<file path="src/fac_pkg.sv">
// Package for the frame autocorrelation block.
// Holds result widths, status and register codes, and the cell control word.
// No dependencies.
`timescale 1ns / 1ps

package fac_pkg;

    localparam int ACC_W     = 44;
    localparam int LAG_IDX_W = 5;
    localparam int STATUS_W  = 2;
    localparam int CFG_W     = 6;
    localparam int CFG_IDX_W = 1;
    localparam int OUT_DW    = ((ACC_W + LAG_IDX_W + 7) / 8) * 8;

    localparam logic signed [ACC_W-1:0] ACC_MAX = {1'b0, {(ACC_W-1){1'b1}}};
    localparam logic signed [ACC_W-1:0] ACC_MIN = {1'b1, {(ACC_W-1){1'b0}}};

    localparam logic [STATUS_W-1:0] ST_OK    = 2'd0;
    localparam logic [STATUS_W-1:0] ST_SHORT = 2'd1;
    localparam logic [STATUS_W-1:0] ST_LONG  = 2'd2;

    localparam logic [CFG_IDX_W-1:0] REG_NUM_LAGS = 1'b0;
    localparam logic [CFG_IDX_W-1:0] REG_UNBIASED = 1'b1;

    typedef struct packed {
        logic take;     // a sample word enters the chain
        logic clr_d;    // the word closes the frame: empty the delay taps
        logic acc_en;   // registered product is ready to add
        logic shift;    // move accumulators one cell toward the head
        logic clear;    // zero all accumulators
    } t_cell_ctl;

endpackage

</file>
<file path="src/fac_cell.sv">
// One lag cell: a delay tap, a registered product and a saturating accumulator.
// Depends on fac_pkg.
`timescale 1ns / 1ps

module fac_cell import fac_pkg::*; #(
    parameter int SAMPLE_WIDTH = 16
) (
    input  logic                           i_clk,
    input  logic                           i_rst_n,
    input  t_cell_ctl                      i_ctl,
    input  logic signed [SAMPLE_WIDTH-1:0] i_x,
    input  logic signed [SAMPLE_WIDTH-1:0] i_d,
    output logic signed [SAMPLE_WIDTH-1:0] o_d,
    input  logic signed [ACC_W-1:0]        i_acc,
    output logic signed [ACC_W-1:0]        o_acc
);

    localparam int PROD_W = 2 * SAMPLE_WIDTH;
    localparam int SUM_W  = ((PROD_W > ACC_W) ? PROD_W : ACC_W) + 1;

    logic signed [SAMPLE_WIDTH-1:0] r_d;
    logic signed [PROD_W-1:0]       r_prod;
    logic signed [ACC_W-1:0]        r_acc;
    logic signed [ACC_W-1:0]        n_acc;
    logic signed [SUM_W-1:0]        w_sum;

    assign w_sum = SUM_W'(r_acc) + SUM_W'(r_prod);

    always_comb begin
        if (w_sum > SUM_W'(ACC_MAX)) begin
            n_acc = ACC_MAX;
        end else if (w_sum < SUM_W'(ACC_MIN)) begin
            n_acc = ACC_MIN;
        end else begin
            n_acc = w_sum[ACC_W-1:0];
        end
    end

    always_ff @(posedge i_clk) begin
        if (!i_rst_n) begin
            r_d <= '0;
        end else if (i_ctl.take) begin
            r_d <= i_ctl.clr_d ? '0 : i_d;
        end
    end

    always_ff @(posedge i_clk) begin
        if (i_ctl.take) begin
            r_prod <= i_x * i_d;
        end
    end

    always_ff @(posedge i_clk) begin
        if (!i_rst_n || i_ctl.clear) begin
            r_acc <= '0;
        end else if (i_ctl.shift) begin
            r_acc <= i_acc;
        end else if (i_ctl.acc_en) begin
            r_acc <= n_acc;
        end
    end

    assign o_d   = r_d;
    assign o_acc = r_acc;

endmodule

</file>
<file path="config.mk">
export PLATFORM = sky130hd
export DESIGN_NAME = fac_cell
export DESIGN_NICKNAME = d
export VERILOG_FILES = /design/src/fac_pkg.sv /design/src/fac_cell.sv
export SDC_FILE = /design/constraint.sdc
export NUM_CORES = 1
export LEC_CHECK = 0
export BUFFER_PORTS_ARGS = -buffer_cell sky130_fd_sc_hd__buf_2
export CAP_MARGIN = 5
export CORE_ASPECT_RATIO = 1.1
export CORE_MARGIN = 2
export CORE_UTILIZATION = 65
export DETAILED_ROUTE_END_ITERATION = 8
export GPL_TIMING_DRIVEN = 0
export PLACE_DENSITY = 0.86
export SLEW_MARGIN = 10
export SYNTH_ARGS = -nofsm -noshare
export SYNTH_HDL_FRONTEND = slang
export SYNTH_SLANG_ARGS = --single-unit
</file>
<file path="constraint.sdc">
create_clock -name i_clk -period 14.8 [get_ports i_clk]
set_input_delay 2.22 -clock i_clk [delete_from_list [all_inputs] [get_ports i_clk]]
set_output_delay 2.22 -clock i_clk [all_outputs]
set_load 0.005 [all_outputs]
</file>
# After elaboration in Yosys (flattened, before gate mapping)

Cells that the tools add are included.

Register bits after elaboration: 92
Input port bits: 83
Word-level logic and storage cells: 15

$add $sub $neg: 1
Multipliers: 1
$lt $le $gt $ge: 2
Multiplexer cells: 5
Reduce and logical (&&, ||, !) cells: 3

Operators with widths:

| kind                   | count |
|---|---|
| $mux W44               | 4 |
| $add A44 B32 Y45       | 1 |
| $gt A45 B44 Y1 const B | 1 |
| $lt A45 B44 Y1 const B | 1 |
| $mul A16 B16 Y32       | 1 |
| $mux W16               | 1 |
| $reduce_bool A2 Y1     | 1 |
| $logic_not A1 Y1       | 1 |
| $logic_or A1 B1 Y1     | 1 |

# Depth between registers and ports, before layout

Depth in word-level cells: 6
Mapped depth: 24
Mapped depth without buffers: 23

# Least setup slack after synthesis

No wires, ideal clock.

Path type: input to register
From: input i_d[7]
To: register r_prod[24] (data pin)
Setup time: 0.258 ns
Arrival time: 7.866 ns
Required time: 14.542 ns
Setup slack: 6.676 ns
Cell stages on the path: 23
Path buffers: 2
Cell sequence: clkbuf_1 clkbuf_1 nand2_1 fa_1 inv_1 fa_1 inv_1 fa_1 inv_1 fa_1 fa_1 inv_1 fa_1 inv_1 ha_1 a21o_1 a2111oi_0 o21ai_0 o21ai_0 o21ai_1 a21o_1 a21oi_1 xnor2_1

Cells in the longest elaborated chain, start to end: 1

RTL lines:

| item                 | RTL line       | text |
|---|---|---|
| start, declared      | fac_cell.sv:12 | `input logic signed [SAMPLE_WIDTH-1:0] i_d,` |
| $mul A16 B16 Y32     | fac_cell.sv:49 | `r_prod <= i_x * i_d;` |
| end signal, assigned | fac_cell.sv:49 |  |
| end, declared        | fac_cell.sv:22 | `logic signed [PROD_W-1:0] r_prod;` |

No other way between the ends.
A chain may end at the register's enable or synchronous reset.

# Final worst setup path

From: input i_d[7]
To: register r_prod[28] (data pin)

Same word-level chain as after synthesis.

==> results.py <==
metrics = {
    "critical_path": {
        "startpoint_type": "primary input",
        "critical_path_arrival_ns": 9.11,
        "end_kind": "register",
        "crit_type": "in2reg",
        "worstPathRequired_ns": 14.89,
        "crit_fanout": 10,
    },
    "detailed_routing": {
        "via_per_inst": 5.98,
        "drc_errors": 0,
        "firstDrtPassIters": 6,
        "vias": 14167,
        "drt_iter0_drc": 1244,
        "ant_nets": 0,
        "wirelength_mm": 46.0,
        "wl_per_cell_um": 19.4,
    },
    "cells_and_area": {
        "drive_above_1_share_pct": 10.0,
        "fillers": 1932,
        "syn2layout_area_growth_pct": 8.54,
        "multi_input_area_um2": 12600,
        "fin_nets": 2521,
        "regArea_um2": 2160,
    },
    "grt": {
        "overflow": 0,
        "antenna_found_initial": 1,
        "grt_pass1_wl_mm": 73.6,
        "grt_pass1_vias": 14545,
        "grt_usage_pct": 35.9,
        "grt_start_max_net_pins": 38,
    },
    "synthesis": {
        "syn_nets": 2373,
        "synth-warning-count": 0,
        "syn_avg_cell_area_um2": 8.63,
        "ys_types": 64,
        "synth_edf_count": 32,
        "synth_seq_cells": 92,
        "synthCells": 1901,
        "synthFlopType": "dfxtp_1",
        "async_flop_share_pct": 0,
        "ys_seq_area_share_pct": 13.2,
        "synth_area_um2": 16400,
    },
    "clock_tree": {
        "cts-buffers-inserted": 9,
        "cts.reportedPaths.clkPinSlew_ns": 0.07,
        "clock_path_buffers": 2,
        "cts-root-buf": "clkbuf_16",
        "clk_latency_ns": 0.36,
        "ctsHoldBuffers": 0,
        "cts-resized-gates": 0,
        "cts_tree": "yes",
        "clkSinkCount": 92,
        "cts_setup_buffers": 0,
        "htree_levels": 3,
    },
    "die": {
        "ioPinCount": 143,
        "core_um2": 25000,
        "die_w_um": 156,
        "die_height_um": 171,
        "design.die.area_um2": 26500,
        "num_rows": 61,
        "start_util_pct": 65.6,
    },
    "timing": {
        "clock_skew_ns": 0.0105,
        "fin_crit_sh_pct": 60.9,
        "relSlewSlack_pct": 42.9,
        "worstMarginPinSlew_ns": 0.856,
        "setup_viol": 0,
        "max_freq_mhz": 111,
        "hold_viol_final": 0,
        "grt_setup_unrepaired": "false",
        "fin_crit_ns": 9.02,
        "slew_viol_final": 0,
        "fin_tns_setup_ns": 0,
    },
    "job": {
        "max_cap_violations": 0,
    },
    "worst_hold_path": {
        "hp-class": "reg2reg",
    },
    "placed_design": {
        "io_buffers": 137,
        "hpwl_mm": 37.8,
        "place.gp.congestion": 0.996,
    },
    "outcome": {
        "status": "complete, no violations",
    },
}
[synthesized netlist by cell type, types with 32 or more instances]
cell type / count / area [um^2]
xnor2_1: 41 / 359
inv_1: 337 / 1260
nor2_1: 122 / 458
fa_1: 263 / 5270
edfxtp_1: 32 / 961
ha_1: 126 / 1580
clkbuf_1: 72 / 270
o21ai_0: 40 / 200
a21oi_1: 114 / 571
and2_1: 144 / 901
dfxtp_1: 60 / 1200
nand2_1: 216 / 811
[critical path, cell delays in order]
cell and delay [ns]:
clkbuf_1 0.47, clkbuf_1 0.49, nand2_1 0.16, fa_1 0.56, inv_1 0.06, fa_1 0.50
inv_1 0.05, fa_1 0.53, inv_1 0.05, fa_1 0.48, fa_1 0.51, inv_1 0.05
fa_1 0.47, inv_1 0.04, ha_1 0.37, and3_1 0.20, and4_1 0.25, nand3_1 0.09
o21ai_0 0.52, o211ai_1 0.21, a311oi_1 0.36, o21ai_0 0.16, mux2i_1 0.16, o2111ai_1 0.13
[state kept, by name (all words and copies together), names as in the netlist]
| register | flops |
|---|---|
| o_acc | 44 |
| o_d | 16 |
| r_prod | 32 |
[routing by layer]
layer | up-vias | wire length, um | global-route usage [%]
met5 | - | 0 | 0
met4 | 0 | 2740 | 18.5
met3 | 197 | 4150 | 5.90
met2 | 747 | 22200 | 62.3
met1 | 6824 | 16900 | 43.3
li1 | 6399 | - | -
[layout make-up]
| class | instances | area share, % |
|---|---|---|
| Tap cell | 315 | 2.21 |
| Buffer | 84 | 1.99 |
| Sequential cell | 92 | 12.1 |
| Inverter | 337 | 7.10 |
| Clock buffer | 10 | 1.40 |
| Multi-Input combinational cell | 1388 | 70.9 |
| Clock inverter | 6 | 0.386 |
| Antenna cell | 1 | 0.0140 |
| Timing Repair Buffer | 137 | 3.85 |
[cells by family (layout without fill, tap and decap cells)]
family / count (synthesis) / count (layout) / share of synthesized area (%)
buffers and inverters: 421 / 574 / 9.87
xor gates and xnor gates: 66 / 66 / 3.52
DFF: 92 / 92 / 13.2
AOI/OAI and AO/OA: 342 / 342 / 14.2
adders and majority gates: 389 / 389 / 41.7
muxes: 5 / 5 / 0.389
and+or+nand+nor: 586 / 586 / 17.1
other: 0 / 1 / 0
[cells in the final DEF, fill, tap and decap left out, drive strengths merged, types with 7 or more instances in the layout]
cell type  instances
nand4             12
o31ai              9
dfxtp             60
and2             144
o21ai             50
buf              149
a21o              30
edfxtp            32
nor3              17
a211oi            37
ha               126
nand2            216
o21a               9
fa               263
nand2b            13
nor2             122
o22ai             21
a31oi              7
xor2              25
inv              339
xnor2             41
a21oi            115
o211ai             8
nand3             21
clkbuf            82
and3               8
nor2b              8
o21bai            16
[stage by stage]
step	cells	hold WS [ns]	area (um^2)	setup slack, ns	utilization [%]
finish	2370	0.605	17800	5.78	71.2
global route	2370	0.622	17800	5.43	71.2
CTS	2369	0.606	17800	5.83	71.2
detailed placement	2353	0.592	17500	5.48	69.9
global placement	2353	0.586	17500	5.56	69.9
floorplan	1901	0.573	16400	6.68	-
[path summary, 6_finish.rpt]
check / from / end / depth (start not counted) / slack, ns
min: o_d[1] / o_d[1] / 3 / 0.60
max: i_d[7] / r_prod[28] / 24 / 5.78
max reg2reg: r_prod[31] / o_acc[24] / 12 / 10.99
min reg2reg: o_d[1] / o_d[1] / 3 / 0.60
Power is not shown: default switching activity piles up to over one toggle a cycle in this logic, so the estimate is an artifact.
