===== src/fac_pkg.sv =====
// Package for the frame autocorrelation block.
// Holds result widths, status and register codes, and the cell control word.
// No dependencies.
`timescale 1ns / 1ps

package fac_pkg;

    localparam int ACC_W     = 44;
    localparam int LAG_IDX_W = 5;
    localparam int STATUS_W  = 2;
    localparam int CFG_W     = 6;
    localparam int CFG_IDX_W = 1;
    localparam int OUT_DW    = ((ACC_W + LAG_IDX_W + 7) / 8) * 8;

    localparam logic signed [ACC_W-1:0] ACC_MAX = {1'b0, {(ACC_W-1){1'b1}}};
    localparam logic signed [ACC_W-1:0] ACC_MIN = {1'b1, {(ACC_W-1){1'b0}}};

    localparam logic [STATUS_W-1:0] ST_OK    = 2'd0;
    localparam logic [STATUS_W-1:0] ST_SHORT = 2'd1;
    localparam logic [STATUS_W-1:0] ST_LONG  = 2'd2;

    localparam logic [CFG_IDX_W-1:0] REG_NUM_LAGS = 1'b0;
    localparam logic [CFG_IDX_W-1:0] REG_UNBIASED = 1'b1;

    typedef struct packed {
        logic take;     // a sample word enters the chain
        logic clr_d;    // the word closes the frame: empty the delay taps
        logic acc_en;   // registered product is ready to add
        logic shift;    // move accumulators one cell toward the head
        logic clear;    // zero all accumulators
    } t_cell_ctl;

endpackage


===== src/fac_div.sv =====
// Restoring divider, one quotient bit per cycle, unsigned operands.
// Used for the unbiased lag scaling. Depends on fac_pkg.
`timescale 1ns / 1ps

module fac_div import fac_pkg::*; #(
    parameter int DIVIDEND_W = 57,
    parameter int DIVISOR_W  = 13
) (
    input  logic                  i_clk,
    input  logic                  i_rst_n,
    input  logic                  i_start,
    input  logic [DIVIDEND_W-1:0] i_dividend,
    input  logic [DIVISOR_W-1:0]  i_divisor,
    output logic                  o_busy,
    output logic                  o_done,
    output logic [DIVIDEND_W-1:0] o_quot
);

    localparam int CNT_W = $clog2(DIVIDEND_W + 1);

    logic [DIVIDEND_W-1:0] r_q;
    logic [DIVISOR_W-1:0]  r_rem;
    logic [DIVISOR_W-1:0]  r_div;
    logic [CNT_W-1:0]      r_cnt;
    logic                  r_busy;
    logic                  r_done;
    logic [DIVISOR_W:0]    w_trial;
    logic                  w_fit;

    assign w_trial = {r_rem, r_q[DIVIDEND_W-1]};
    assign w_fit   = (w_trial >= {1'b0, r_div});

    always_ff @(posedge i_clk) begin
        if (!i_rst_n) begin
            r_busy <= 1'b0;
            r_done <= 1'b0;
            r_cnt  <= '0;
        end else begin
            r_done <= 1'b0;
            if (i_start) begin
                r_busy <= 1'b1;
                r_cnt  <= CNT_W'(DIVIDEND_W);
            end else if (r_busy) begin
                r_cnt <= r_cnt - 1'b1;
                if (r_cnt == CNT_W'(1)) begin
                    r_busy <= 1'b0;
                    r_done <= 1'b1;
                end
            end
        end
    end

    always_ff @(posedge i_clk) begin
        if (i_start) begin
            r_q   <= i_dividend;
            r_rem <= '0;
            r_div <= i_divisor;
        end else if (r_busy) begin
            // remainder stays below the divisor, so it fits back in DIVISOR_W bits
            r_rem <= w_fit ? DIVISOR_W'(w_trial - {1'b0, r_div}) : w_trial[DIVISOR_W-1:0];
            r_q   <= {r_q[DIVIDEND_W-2:0], w_fit};
        end
    end

    assign o_busy = r_busy;
    assign o_done = r_done;
    assign o_quot = r_q;

endmodule


===== config.mk =====
export PLATFORM = sky130hd
export DESIGN_NAME = fac_div
export DESIGN_NICKNAME = d
export VERILOG_FILES = /design/src/fac_pkg.sv /design/src/fac_div.sv
export SDC_FILE = /design/constraint.sdc
export NUM_CORES = 1
export LEC_CHECK = 0
export CAP_MARGIN = 40
export CORE_ASPECT_RATIO = 0.5
export CORE_MARGIN = 2
export CORE_UTILIZATION = 46
export DETAILED_ROUTE_END_ITERATION = 8
export DONT_BUFFER_PORTS = 1
export HOLD_SLACK_MARGIN = 0.12
export PLACE_DENSITY = 0.62
export SYNTH_ARGS = -nofsm -noshare
export SYNTH_HDL_FRONTEND = slang
export SYNTH_SLANG_ARGS = --single-unit

===== constraint.sdc =====
create_clock -name i_clk -period 3 [get_ports i_clk]
set_input_delay 0.75 -clock i_clk [delete_from_list [all_inputs] [get_ports i_clk]]
set_output_delay 0.75 -clock i_clk [all_outputs]
set_load 0.005 [all_outputs]

* Word-level counts from Yosys, hierarchy flattened
Cells that the tools add are included.
Word-level totals: register bits after elaboration 91, input bits 73, output and inout bits 59, word-level logic and storage cells 25
Operators by class: add/sub/neg operators 2, order comparisons 1, equal/unequal tests 1, muxes and demuxes 9, bitwise operators 2, reduce and logical (&&, ||, !) cells 3
Operators by type and width (count):
- $mux 57 | 2
- $ge 14x13->1 | 1
- $mux 13 | 1
- $sub 13x13->13 | 1
- $mux 6 | 2
- $eq 6x1->1 const B | 1
- $sub 6x1->6 const B | 1
- $mux 1 | 4
- $reduce_or 3->1 | 1
- $not 1->1 | 2
- $reduce_bool 2->1 | 1
- $reduce_or 2->1 | 1

* Logic depth before layout (Yosys ltp)
depth in word-level cells 4, depth in mapped cells 11, gate-level depth less buffers 10

* Worst setup path before layout
OpenSTA, ideal clock, no wires.
kind reg2reg, from register r_q[56] (netlist: o_quot[56]), to register r_q[0] (netlist: o_quot[0]), data pin, setup time 0.260 ns, arrival 2.421 ns, required time 2.740 ns, path slack 0.319 ns, cell stages (with the launch flop) 11, buffers on the path 1, period minus slack after synthesis 2.681 ns, cells stage by stage edfxtp_1 inv_1 ha_1 inv_1 fa_1 a21o_1 a221oi_4 o211ai_2 a41o_2 buf_6 mux2_2
Between the ends: word-level cells in the longest chain between the ends 3
RTL lines:
- start: declaration | RTL line fac_div.sv:21 | logic [DIVIDEND_W-1:0] r_q;
- start signal: assignment | RTL line fac_div.sv:55 | r_q <= i_dividend;
- start signal: assignment | RTL line fac_div.sv:61 | r_q <= {r_q[DIVIDEND_W-2:0], w_fit};
- $ge 14x13->1 | RTL line fac_div.sv:31 | assign w_fit = (w_trial >= {1'b0, r_div});
- $mux 57 | RTL line fac_div.sv:58 | end else if (r_busy) begin
- $mux 57 | RTL line fac_div.sv:54 | if (i_start) begin
No other way between the ends. The select of a mux whose other input is x is not followed. A chain may end at the register's enable or synchronous reset.

* Final worst setup path
from register r_q[56] (netlist: o_quot[56]), to register r_rem[1]
Between the ends: word-level cells in the longest chain between the ends 2, elaborated cells between the ends (all ways) 3, those cells by class add/sub (1); order compare (1); mux (1)
RTL lines:
- $sub 13x13->13 or $ge 14x13->1 (tied branches) | RTL line fac_div.sv:60, fac_div.sv:31
- $mux 13 * | RTL line fac_div.sv:60 | r_rem <= w_fit ? DIVISOR_W'(w_trial - {1'b0, r_div}) : w_trial[DIVISOR_W-1:0];
- end signal: assignment | RTL line fac_div.sv:60
- end: declaration | RTL line fac_div.sv:22 | logic [DIVISOR_W-1:0] r_rem;
Every way passes the cells marked *; elsewhere a longest branch is shown, timed or not.

==> results_dict.tcl <==
set metrics [dict create \
    drc 0 \
    ctsLongestPathBuffers 2 \
    antenna_cells 0 \
    initial_core_util 0.474 \
    status "completed" \
    viasPerCell 5.55 \
    firstDrtPassIters 4 \
    grt_overflow_total 0 \
    synth_fp_nets 432 \
    synthArstFlopShare 0 \
    hold_class "in2reg" \
    cts_tree "built" \
    hpwl_mm 6.07 \
    ys.flop_type "edfxtp_1" \
    post_drt_wl_per_cell_um 17.9 \
    crit_fanout 8 \
    end_kind "flop" \
    irDropWorstVdd_mv 0.330 \
    areaGrowthSynthToFinish_pct 10.2 \
    power.density_mw_per_mm2 657 \
    tightest_slew_ns 0.645 \
    critPathLaunchType "flop" \
    cp.required_ns 3.24 \
    cts.sinks 91 \
    drive_above_1_share 0.281 \
    synth_edf_count 70 \
    grt_start_max_net_pins 91 \
    min_period_ns 2.84 \
    finalCritPeriodShare 0.947 \
    endpoint "r_rem[1]" \
    ant_nets 0 \
    crit_type "reg2reg" \
    nets 433 \
    grt_usage 0.167 \
    synth_seq_cells 91 \
    fmaxAchievable_ghz 0.352 \
    dpl.cell_count 468 \
    rows 25 \
    antenna_found_initial 0 \
    clkLatencyLatePin_ns 0.33 \
    ys_types 50 \
    r2r_slack_ns 0.16 \
    final_cells 484 \
    drv_cap 0 \
    skew_ns 0.00492 \
    finalSetupTns_ns 0 \
    whs_ns 0.499 \
    final_max_slew_viol_count 0 \
    hold_viol 0 \
    htreeDepth 3 \
    rr_endpoint "r_rem[1]" \
    clockRootBuffer "clkbuf_16" \
    grt_pass1_wl_mm 13.7 \
    worstRegToRegCells 11 \
    netlist_instances 343 \
    relSlewSlack 0.570 \
    cp-startpoint "o_quot[56]" \
    path_clk_slew_ns 0.06 \
    drtIter0Drc 161 \
    final_cell_mix "edfxtp_1, mux2_2, nor2_1" \
    setup_viol 0 \
    die_w_um 144 \
    die_h_um 73.9 \
    portBuffers 0 \
    final_common_cell "edfxtp_1" \
    cts_hold_buffers 0 \
    syn_area_per_cell_sq_um 13.1 \
    vias 2685 \
    gp_congestion 0.791 \
    grt_pass1_vias 2727 \
    p_leak_nw 1.83 \
    num_io_pins 132 \
    cts_buffers 9 \
    grt_setup_unrepaired "no" \
    die-area_sq_mm 0.0106 \
    crit_arrival_ns 3.08 \
    coreArea_sq_mm 0.00948 \
    synthesis.area_sq_mm 0.00449 \
    ys_seq_area_frac 0.562 \
    reg2reg_from "o_quot[56]" \
    yosys_warnings 0 \
    wl_mm 8.65 \
]
where the power goes:
part / switching [mW] / internal (mW) / leakage, nW / total, mW
sequential: 0.0937 / 1.51 / 0.874 / 1.60
combinational: 0.279 / 0.241 / 0.812 / 0.520
clock: 0.477 / 0.652 / 0.148 / 1.13
cells by family (layout without fill, tap and decap cells):
logic type / after synthesis / in the layout / synth area share
XOR/XNOR: 12 / 12 / 0.0234
AND/OR/NAND/NOR: 78 / 78 / 0.0861
multiplexers: 57 / 57 / 0.143
adder cells (fa/ha/maj): 16 / 16 / 0.0463
buffers and inverters: 38 / 44 / 0.0357
flip-flops: 91 / 91 / 0.562
AO/OA/AOI/OAI: 51 / 51 / 0.104
cells in the mapped netlist (3+ instances only):
cell type	count	area [sq um]
a21oi_1	6	30.0
mux2_2	57	642
nor3_1	6	30.0
nor4_1	4	25.0
nand3_1	5	25.0
ha_1	15	188
xnor2_1	7	61.3
nand2_1	19	71.3
dfxtp_1	21	420
nand2_2	5	31.3
a211oi_1	5	37.5
o21a_1	5	37.5
buf_1	5	18.8
nand2b_1	5	31.3
xor2_1	5	43.8
edfxtp_1	70	2100
o21ai_0	3	15.0
a211o_1	3	26.3
nor2_1	23	86.3
clkbuf_1	7	26.3
a311oi_2	7	105
inv_1	22	82.6
a21o_1	3	22.5
final cells by class:
| cell class | count | area [sq um] |
|---|---|---|
| fillers | 822 | 4530 |
| repair buffers | 6 | 57.6 |
| well taps | 135 | 169 |
| clock inverters | 7 | 73.8 |
| multi-input cells | 214 | 1820 |
| clock buffers | 9 | 225 |
| flip-flops and latches | 91 | 2520 |
| inverters | 22 | 82.6 |
timing repair:
action                     in CTS  in global routing
setup endpoints to repair       0                  5
resized for setup               0                  1
buffers inserted                0                  0
worst max-delay path, stage by stage, from the launching register on:
cell,delay (ns)
edfxtp_1,0.38
inv_1,0.07
ha_1,0.15
inv_1,0.05
fa_1,0.43
a21o_1,0.25
a221oi_4,0.34
o211ai_2,0.16
a41oi_4,0.36
buf_4,0.21
nand2_1,0.07
a311oi_2,0.27
state kept, by name, indices dropped and copies added, names as in the netlist:
name    count
o_quot     57
r_div      13
r_rem      13
r_cnt       6
o_busy      1
o_done      1
metrics by stage:
step                instance area [sq um]  setup WS [ns]  utilization  total power [mW]
floorplan                            4490          0.319            -              2.04
global placement                     4640          0.253        0.490              2.13
detailed placement                   4640          0.135        0.490              2.15
CTS                                  4940          0.107        0.521              3.28
global route                         4950        0.00370        0.522              3.40
finish                               4950          0.159        0.522              3.25
per-layer routing:
metal,track usage,vias to the layer above,part of all wire
met5,0,-,0
met4,0.0501,0,0.0080
met3,0.0698,10,0.075
met2,0.275,89,0.50
met1,0.203,1307,0.42
li1,-,1279,-
worst min-delay path by stage:
stage,slack [ns],end,startpoint,cells after the start
floorplan,0.47,r_cnt[1],r_cnt[1],2
global placement,0.48,r_cnt[1],r_cnt[1],2
detailed placement,0.49,r_cnt[1],r_cnt[1],2
CTS,0.47,r_rem[8],i_start,1
global route,0.47,r_rem[4],i_start,1
finish,0.50,r_rem[4],i_start,1
Power figures use the tool's default switching activity.
